**src/hdl/sjfs_pkg.sv**
```systemverilog
package sjfs_pkg;

  localparam int unsigned NUM_SLOTS = 16;
  localparam int unsigned IDX_W = (NUM_SLOTS > 1) ? $clog2(NUM_SLOTS) : 1;

  localparam logic CMD_ARRIVE = 1'b0;
  localparam logic CMD_TICK   = 1'b1;

  typedef struct packed {
    logic        cmd;
    logic [7:0]  process_id;
    logic [15:0] burst_length;
  } in_item_t;

  typedef struct packed {
    logic [7:0]  running_id;
    logic        cpu_idle;
    logic        first_run;
    logic        finished;
    logic        table_full;
    logic [31:0] time_now;
  } out_item_t;

  // Search token that walks the cell row, one cell per cycle.
  typedef struct packed {
    logic             active;
    logic             force_en;
    logic [IDX_W-1:0] force_idx;
    logic             best_valid;
    logic [IDX_W-1:0] best_idx;
    logic [15:0]      best_rem;
    logic [7:0]       best_pid;
    logic             best_started;
    logic             free_found;
    logic [IDX_W-1:0] free_idx;
  } probe_t;

  typedef enum logic [1:0] {
    UPD_NONE,
    UPD_ARRIVE,
    UPD_TICK
  } upd_op_e;

  typedef struct packed {
    upd_op_e          op;
    logic [IDX_W-1:0] idx;
    logic [7:0]       pid;
    logic [15:0]      burst;
  } upd_t;

endpackage

```
**src/hdl/sjfs_cell.sv**
```systemverilog
module sjfs_cell (
  input  logic                     clk_i,
  input  logic                     rst_ni,
  input  logic [sjfs_pkg::IDX_W-1:0] cell_idx_i,
  input  sjfs_pkg::probe_t         link_i,
  output sjfs_pkg::probe_t         link_o,
  input  sjfs_pkg::upd_t           upd_i,
  output logic                     valid_o
);

  logic        valid_q, valid_d;
  logic        started_q, started_d;
  logic [7:0]  pid_q, pid_d;
  logic [15:0] rem_q, rem_d;
  sjfs_pkg::probe_t link_q, link_d;
  logic        own_better;
  logic        take;
  logic        hit;

  always_comb begin
    own_better = !link_i.best_valid || (rem_q < link_i.best_rem) ||
                 ((rem_q == link_i.best_rem) && (pid_q > link_i.best_pid));
    if (link_i.force_en) begin
      take = valid_q && (cell_idx_i == link_i.force_idx);
    end else begin
      take = valid_q && own_better;
    end
    link_d = link_i;
    if (take) begin
      link_d.best_valid   = 1'b1;
      link_d.best_idx     = cell_idx_i;
      link_d.best_rem     = rem_q;
      link_d.best_pid     = pid_q;
      link_d.best_started = started_q;
    end
    if (!link_i.free_found && !valid_q) begin
      link_d.free_found = 1'b1;
      link_d.free_idx   = cell_idx_i;
    end
  end

  always_comb begin
    hit       = (upd_i.idx == cell_idx_i);
    valid_d   = valid_q;
    started_d = started_q;
    pid_d     = pid_q;
    rem_d     = rem_q;
    case (upd_i.op)
      sjfs_pkg::UPD_ARRIVE: begin
        if (hit) begin
          valid_d   = 1'b1;
          started_d = 1'b0;
          pid_d     = upd_i.pid;
          rem_d     = upd_i.burst;
        end
      end
      sjfs_pkg::UPD_TICK: begin
        if (hit) begin
          started_d = 1'b1;
          rem_d     = rem_q - 16'd1;
          if (rem_q == 16'd1) begin
            valid_d   = 1'b0;
            started_d = 1'b0;
          end
        end
      end
      default: begin
      end
    endcase
  end

  always_ff @(posedge clk_i or negedge rst_ni) begin
    if (!rst_ni) begin
      valid_q   <= 1'b0;
      started_q <= 1'b0;
      link_q    <= '0;
    end else begin
      valid_q   <= valid_d;
      started_q <= started_d;
      link_q    <= link_d;
    end
  end

  always_ff @(posedge clk_i) begin
    pid_q <= pid_d;
    rem_q <= rem_d;
  end

  assign link_o  = link_q;
  assign valid_o = valid_q;

endmodule

```
**src/hdl/shortest_job_first_scheduler.sv**
```systemverilog
// Shortest-job scheduler over a row of NUM_SLOTS process slots. Every item,
// arrive or tick, sends a search token down the row of slot cells, one cell
// per cycle, and its result is registered once the token has walked the row.
// The next item is taken in the cycle after the result is registered, so the
// block takes no new item while one is still in flight; a new result waits
// in S_DONE while a stalled earlier result still holds the output register.
// The result waits in an output register while the next item is accepted.
// The mode register is written through its own channel, which is always
// ready, and must only be written while the block is idle.
module shortest_job_first_scheduler (
  input  logic                clk_i,
  input  logic                rst_ni,
  input  logic                in_valid_i,
  output logic                in_stall_o,
  input  sjfs_pkg::in_item_t  in_item_i,
  output logic                out_valid_o,
  input  logic                out_stall_i,
  output sjfs_pkg::out_item_t out_item_o,
  input  logic                cfg_valid_i,
  output logic                cfg_ready_o,
  input  logic                cfg_data_i
);

  typedef enum logic [1:0] {
    S_IDLE,
    S_SEARCH,
    S_DONE
  } state_e;

  state_e                       state_q;
  logic                         mode_q;
  logic                         run_valid_q;
  logic [sjfs_pkg::IDX_W-1:0]   run_slot_q;
  logic [31:0]                  time_q;
  sjfs_pkg::in_item_t           item_q;
  sjfs_pkg::probe_t             probe_q, probe_d;
  sjfs_pkg::probe_t             res_q;
  sjfs_pkg::upd_t               upd_q, upd_d;
  logic                         out_valid_q;
  sjfs_pkg::out_item_t          out_q, out_d;
  sjfs_pkg::probe_t             links [sjfs_pkg::NUM_SLOTS+1];
  logic [sjfs_pkg::NUM_SLOTS-1:0] slot_valid;
  logic                         in_acc;
  logic                         out_free;
  logic                         force_en;
  logic                         done_go;

  assign links[0]    = probe_q;
  assign in_stall_o  = (state_q != S_IDLE);
  assign in_acc      = in_valid_i && (state_q == S_IDLE);
  assign out_free    = !out_valid_q || !out_stall_i;
  assign done_go     = (state_q == S_DONE) && out_free;
  assign cfg_ready_o = 1'b1;
  assign out_valid_o = out_valid_q;
  assign out_item_o  = out_q;
  assign force_en    = !mode_q && run_valid_q && slot_valid[run_slot_q];

  for (genvar i = 0; i < sjfs_pkg::NUM_SLOTS; i++) begin : g_cell
    sjfs_cell u_cell (
      .clk_i      (clk_i),
      .rst_ni     (rst_ni),
      .cell_idx_i (sjfs_pkg::IDX_W'(i)),
      .link_i     (links[i]),
      .link_o     (links[i+1]),
      .upd_i      (upd_q),
      .valid_o    (slot_valid[i])
    );
  end

  always_comb begin
    probe_d = '0;
    if (in_acc) begin
      probe_d.active    = 1'b1;
      probe_d.force_en  = (in_item_i.cmd == sjfs_pkg::CMD_TICK) && force_en;
      probe_d.force_idx = run_slot_q;
    end
  end

  always_comb begin
    out_d       = '0;
    upd_d       = '0;
    upd_d.op    = sjfs_pkg::UPD_NONE;
    upd_d.pid   = item_q.process_id;
    upd_d.burst = item_q.burst_length;
    if (item_q.cmd == sjfs_pkg::CMD_ARRIVE) begin
      out_d.time_now = time_q;
      if (item_q.burst_length != 16'd0) begin
        if (res_q.free_found) begin
          upd_d.op  = sjfs_pkg::UPD_ARRIVE;
          upd_d.idx = res_q.free_idx;
        end else begin
          out_d.table_full = 1'b1;
        end
      end
    end else begin
      out_d.time_now = time_q + 32'd1;
      if (!res_q.best_valid) begin
        out_d.cpu_idle = 1'b1;
      end else begin
        out_d.running_id = res_q.best_pid;
        out_d.first_run  = !res_q.best_started;
        out_d.finished   = (res_q.best_rem == 16'd1);
        upd_d.op         = sjfs_pkg::UPD_TICK;
        upd_d.idx        = res_q.best_idx;
      end
    end
    if (!done_go) begin
      upd_d.op = sjfs_pkg::UPD_NONE;
    end
  end

  always_ff @(posedge clk_i or negedge rst_ni) begin
    if (!rst_ni) begin
      state_q     <= S_IDLE;
      mode_q      <= 1'b1;
      run_valid_q <= 1'b0;
      run_slot_q  <= '0;
      time_q      <= '0;
      item_q      <= '0;
      probe_q     <= '0;
      res_q       <= '0;
      upd_q       <= '0;
      out_valid_q <= 1'b0;
      out_q       <= '0;
    end else begin
      probe_q <= probe_d;
      upd_q   <= upd_d;
      if (cfg_valid_i) begin
        mode_q <= cfg_data_i;
      end
      if (done_go) begin
        out_valid_q <= 1'b1;
        out_q       <= out_d;
      end else if (out_valid_q && !out_stall_i) begin
        out_valid_q <= 1'b0;
      end
      case (state_q)
        S_IDLE: begin
          if (in_acc) begin
            item_q  <= in_item_i;
            state_q <= S_SEARCH;
          end
        end
        S_SEARCH: begin
          if (links[sjfs_pkg::NUM_SLOTS].active) begin
            res_q   <= links[sjfs_pkg::NUM_SLOTS];
            state_q <= S_DONE;
          end
        end
        S_DONE: begin
          if (out_free) begin
            if (item_q.cmd == sjfs_pkg::CMD_TICK) begin
              time_q <= time_q + 32'd1;
              if (!res_q.best_valid) begin
                run_valid_q <= 1'b0;
              end else begin
                run_valid_q <= (res_q.best_rem != 16'd1);
                run_slot_q  <= res_q.best_idx;
              end
            end
            state_q <= S_IDLE;
          end
        end
        default: begin
          state_q <= S_IDLE;
        end
      endcase
    end
  end

endmodule

```
**config.mk**
```make
export PLATFORM = sky130hd
export DESIGN_NAME = shortest_job_first_scheduler
export DESIGN_NICKNAME = d
export VERILOG_FILES = /design/src/hdl/sjfs_pkg.sv /design/src/hdl/sjfs_cell.sv /design/src/hdl/shortest_job_first_scheduler.sv
export SDC_FILE = /design/constraint.sdc
export NUM_CORES = 2
export LEC_CHECK = 0
export BUFFER_PORTS_ARGS = -buffer_cell sky130_fd_sc_hd__buf_2
export CAP_MARGIN = 20
export CORE_ASPECT_RATIO = 1.75
export CORE_UTILIZATION = 50
export CTS_CLUSTER_SIZE = 20
export DETAILED_ROUTE_END_ITERATION = 8
export GPL_TIMING_DRIVEN = 0
export PLACE_DENSITY = 0.68
export SLEW_MARGIN = 20
export SYNTH_ARGS = -nofsm -noshare
export SYNTH_HDL_FRONTEND = slang
export SYNTH_SLANG_ARGS = --single-unit
```
**constraint.sdc**
```tcl
create_clock -name clk_i -period 5.06 [get_ports clk_i]
set_input_delay 1.012 -clock clk_i [delete_from_list [all_inputs] [get_ports clk_i]]
set_output_delay 1.012 -clock clk_i [all_outputs]
set_load 0.02 [all_outputs]
```
==> metrics.cfg <==
[floorplan]
ioPinCount=78
die_x_um=253
die_height_um=441
core_um2=109000
die_area_um2=111000
initial_utilization_pct=50.5
rows=160

[routing]
vias=35100
wirelength_um=144000
drtIter0Drc=2038
post-route-drc-count=0
vias_per_cell=5.68
drt-wirelength-per-cell_um=23.2
ant_nets=0
firstDrtPassIters=5

[pwr]
swShare_pct=32.0
pwr-share-seq_pct=44.0
power.share.clock_pct=28.1
p_int_uw=21500
p_leak_uw=0.0263
power.switching_uw=10100
power_density_nw_per_um2=512
irDropWorstVdd_uv=452
p_comb_share_pct=27.9

[setup_path]
r2r_start=g_cell[5].u_cell.rem_q[11]$_DFFE_PP_
r2r-end=g_cell[5].u_cell.link_o[25]$_DFF_PN0_
r2r_setup_slack_ns=1.05
required_ns=5.65
worst_setup_path_start_kind=flip-flop
worst_setup_path_end_kind=flip-flop
worstSetupPathType=flip-flop to flip-flop
cp.arrival_ns=4.60
ff2ff_path_depth=9
crit_path_max_fanout=10

[yosys]
synth_top_area_cell=dfrtp_1
synth_top_cell_area_share_pct=36.5
yosys-top-cells-area=dfrtp_1, edfxtp_1, ha_1
synth-seq-area-share_pct=57.5
netlist-cell-type-count=62
ys_ff_latch=1186
syn_area_per_cell_um2=12.4
yosys.area_share.adder_pct=8.99
yosys.area_share.simple_pct=9.62
synth_edf_count=384
synth_compound_area_share_pct=7.01
synth_xor_area_share_pct=3.73
ys.flop_type=dfrtp_1
synth_top_family_by_area=simple AND/OR/NAND/NOR gates
yosys_warnings=0
syn_inst=4418
syn_area_um2=55000
muxShareOfSynthArea_pct=9.47
async_flop_share_pct=67.6
syn_nets=4844

[clock_tree]
cts_buffer_depth=3
postCtsSetupRepairBufs=0
cts_tree=done
cts-buffers-inserted=108
cts_num_sinks=1186
cts_htree_levels=3
root_buffer=clkbuf_16
ctsResizeCount=0
clkLatencyLatePin_ns=0.77
clkSlewWorstSetupHoldPaths_ns=0.06
hold_buffers=0

[sta]
worstMarginPinSlew_ns=1.23
clock.fmax_ghz=0.249
hold_violations=0
slew_violations=0
post-route-period-util_pct=79.3
setup_tns_ns=0
setup_viol=0
rsz0062_at_grt=no
fin_worst_skew_ns=0.0671
finalWorstPathRequiredPeriod_ns=4.01
slew_headroom_pct=17.8

[cells_and_area]
layout_common_cells=dfrtp_1, mux2_2, inv_1
final_common_cell=dfrtp_1
fin_nets=5053
postLayoutCoreUtil_pct=56.6
area_growth_syn_to_layout_pct=12.1
drive_gt1_share_pct=18.8

[min_path]
hold_path.class=primary input to async pin

[place]
globalplace.congestion=0.874
hpwl_um=110000
io_buffers=76

[grt]
antenna_found_initial=3
grt_max_degree=139
grt_pass1_vias=37400
grt_overflow=0
grt_pass1_wl_um=216000
grt_usage_pct=26.4

[flow_run]
drv_cap=0

[status]
outcome=completed

==> layout make-up <==
| cell class | instances | area, um2 |
|---|---|---|
| clock inverters | 54 | 691 |
| multi-input cells | 2714 | 21500 |
| clock buffers | 152 | 3230 |
| fillers | 8944 | 47300 |
| flip-flops and latches | 1186 | 31600 |
| inverters | 405 | 1520 |
| plain buffers | 113 | 515 |
| diodes | 3 | 7.51 |
| well taps | 1458 | 1820 |
| repair buffers | 99 | 743 |
==> cells in the mapped netlist, types with 30 or more instances <==
cell,n
nor2b_1,92
a21oi_1,372
o211ai_1,43
o21ai_0,32
nand4_1,101
xnor2_1,175
nor4_1,48
mux2i_1,32
or4_1,30
or2_2,71
and3_1,46
nand2b_1,46
xor2_1,59
dfrtp_1,801
ha_1,395
clkbuf_1,66
nand3_1,49
buf_2,34
nor2_1,165
a31oi_1,40
mux2_2,418
nor3_1,86
inv_1,405
nand2_1,196
edfxtp_1,384
==> state kept, by name, indices dropped and copies added, names as in the netlist <==
name	cells
g_cell.u_cell.valid_o	16
item_q	25
state_q	2
res_q	35
run_slot_q	4
time_q	32
mode_q	1
g_cell.u_cell.pid_q	128
out_valid_o	1
g_cell.u_cell.link_o	621
links	6
upd_q	30
g_cell.u_cell.started_q	16
g_cell.u_cell.rem_q	256
out_item_o	12
run_valid_q	1
==> worst max path at each step <==
stage	end	from	cells after the start	slack, ns
global route	g_cell[5].u_cell.link_o[25]$_DFF_PN0_	g_cell[5].u_cell.rem_q[11]$_DFFE_PP_	9	1.07
finish	g_cell[5].u_cell.link_o[25]$_DFF_PN0_	g_cell[5].u_cell.rem_q[11]$_DFFE_PP_	9	1.05
detailed placement	g_cell[5].u_cell.link_o[29]$_DFF_PN0_	g_cell[5].u_cell.rem_q[7]$_DFFE_PP_	9	1.09
global placement	g_cell[3].u_cell.link_o[20]$_DFF_PN0_	rst_ni	1	-14.43
floorplan	g_cell[15].u_cell.valid_o$_DFFE_PN0P_	upd_q[28]$_DFF_PN0_	7	2.44
CTS	g_cell[5].u_cell.link_o[25]$_DFF_PN0_	g_cell[5].u_cell.rem_q[5]$_DFFE_PP_	9	1.06
==> worst max-delay path, cell delays in order (launching register included) <==
cell and delay, ns:
edfxtp_1 0.50, ha_1 0.37, nand4_1 0.34, nor4_2 0.80
o21a_1 0.22, o22ai_1 0.14, a21oi_1 0.39, buf_2 0.36
buf_2 0.38, mux2_2 0.38
==> per-stage QoR <==
| stage | cells | setup WS, ns | instance area, um2 | power [uW] | hold slack, ns |
|---|---|---|---|---|---|
| 5_1_grt | 6182 | 1.07 | 61600 | 33200 | 0.316 |
| 4_1_cts | 6180 | 1.06 | 61600 | 31700 | 0.259 |
| 3_5_place_dp | 5974 | 1.09 | 57700 | 22800 | 0.335 |
| 2_1_floorplan | 4418 | 2.44 | 55000 | 19500 | 0.331 |
| 6_report | 6184 | 1.05 | 61600 | 31600 | 0.266 |
| 3_3_place_gp | 5952 | -14.43 | 57200 | 22500 | 0.331 |
==> cell families after synthesis <==
| kind of cell | count (synthesis) |
|---|---|
| simple gates | 985 |
| other cells | 1 |
| compound gates | 637 |
| flops | 1186 |
| buf+inv | 518 |
| xor+xnor | 234 |
| mux | 462 |
| fa+ha+maj | 395 |
==> power groups by stage <==
| stage | Clock [uW] | Sequential (uW) | Combinational [uW] |
|---|---|---|---|
| after CTS | 9000 | 13900 | 8850 |
| after global routing | 9390 | 14100 | 9690 |
| final | 8870 | 13900 | 8820 |
| after floorplan | 0 | 13500 | 6070 |
| after detailed placement | 0 | 14100 | 8760 |
| after global placement | 0 | 14000 | 8500 |
==> layer usage <==
layer	wire, um	part of all wire (%)	track usage, %
met3	5360	3.7	3.32
met2	79100	55	50.7
met5	0	0	0
met1	44400	31	23.5
met4	14700	10	24.1
Power figures use the tool's default switching activity.
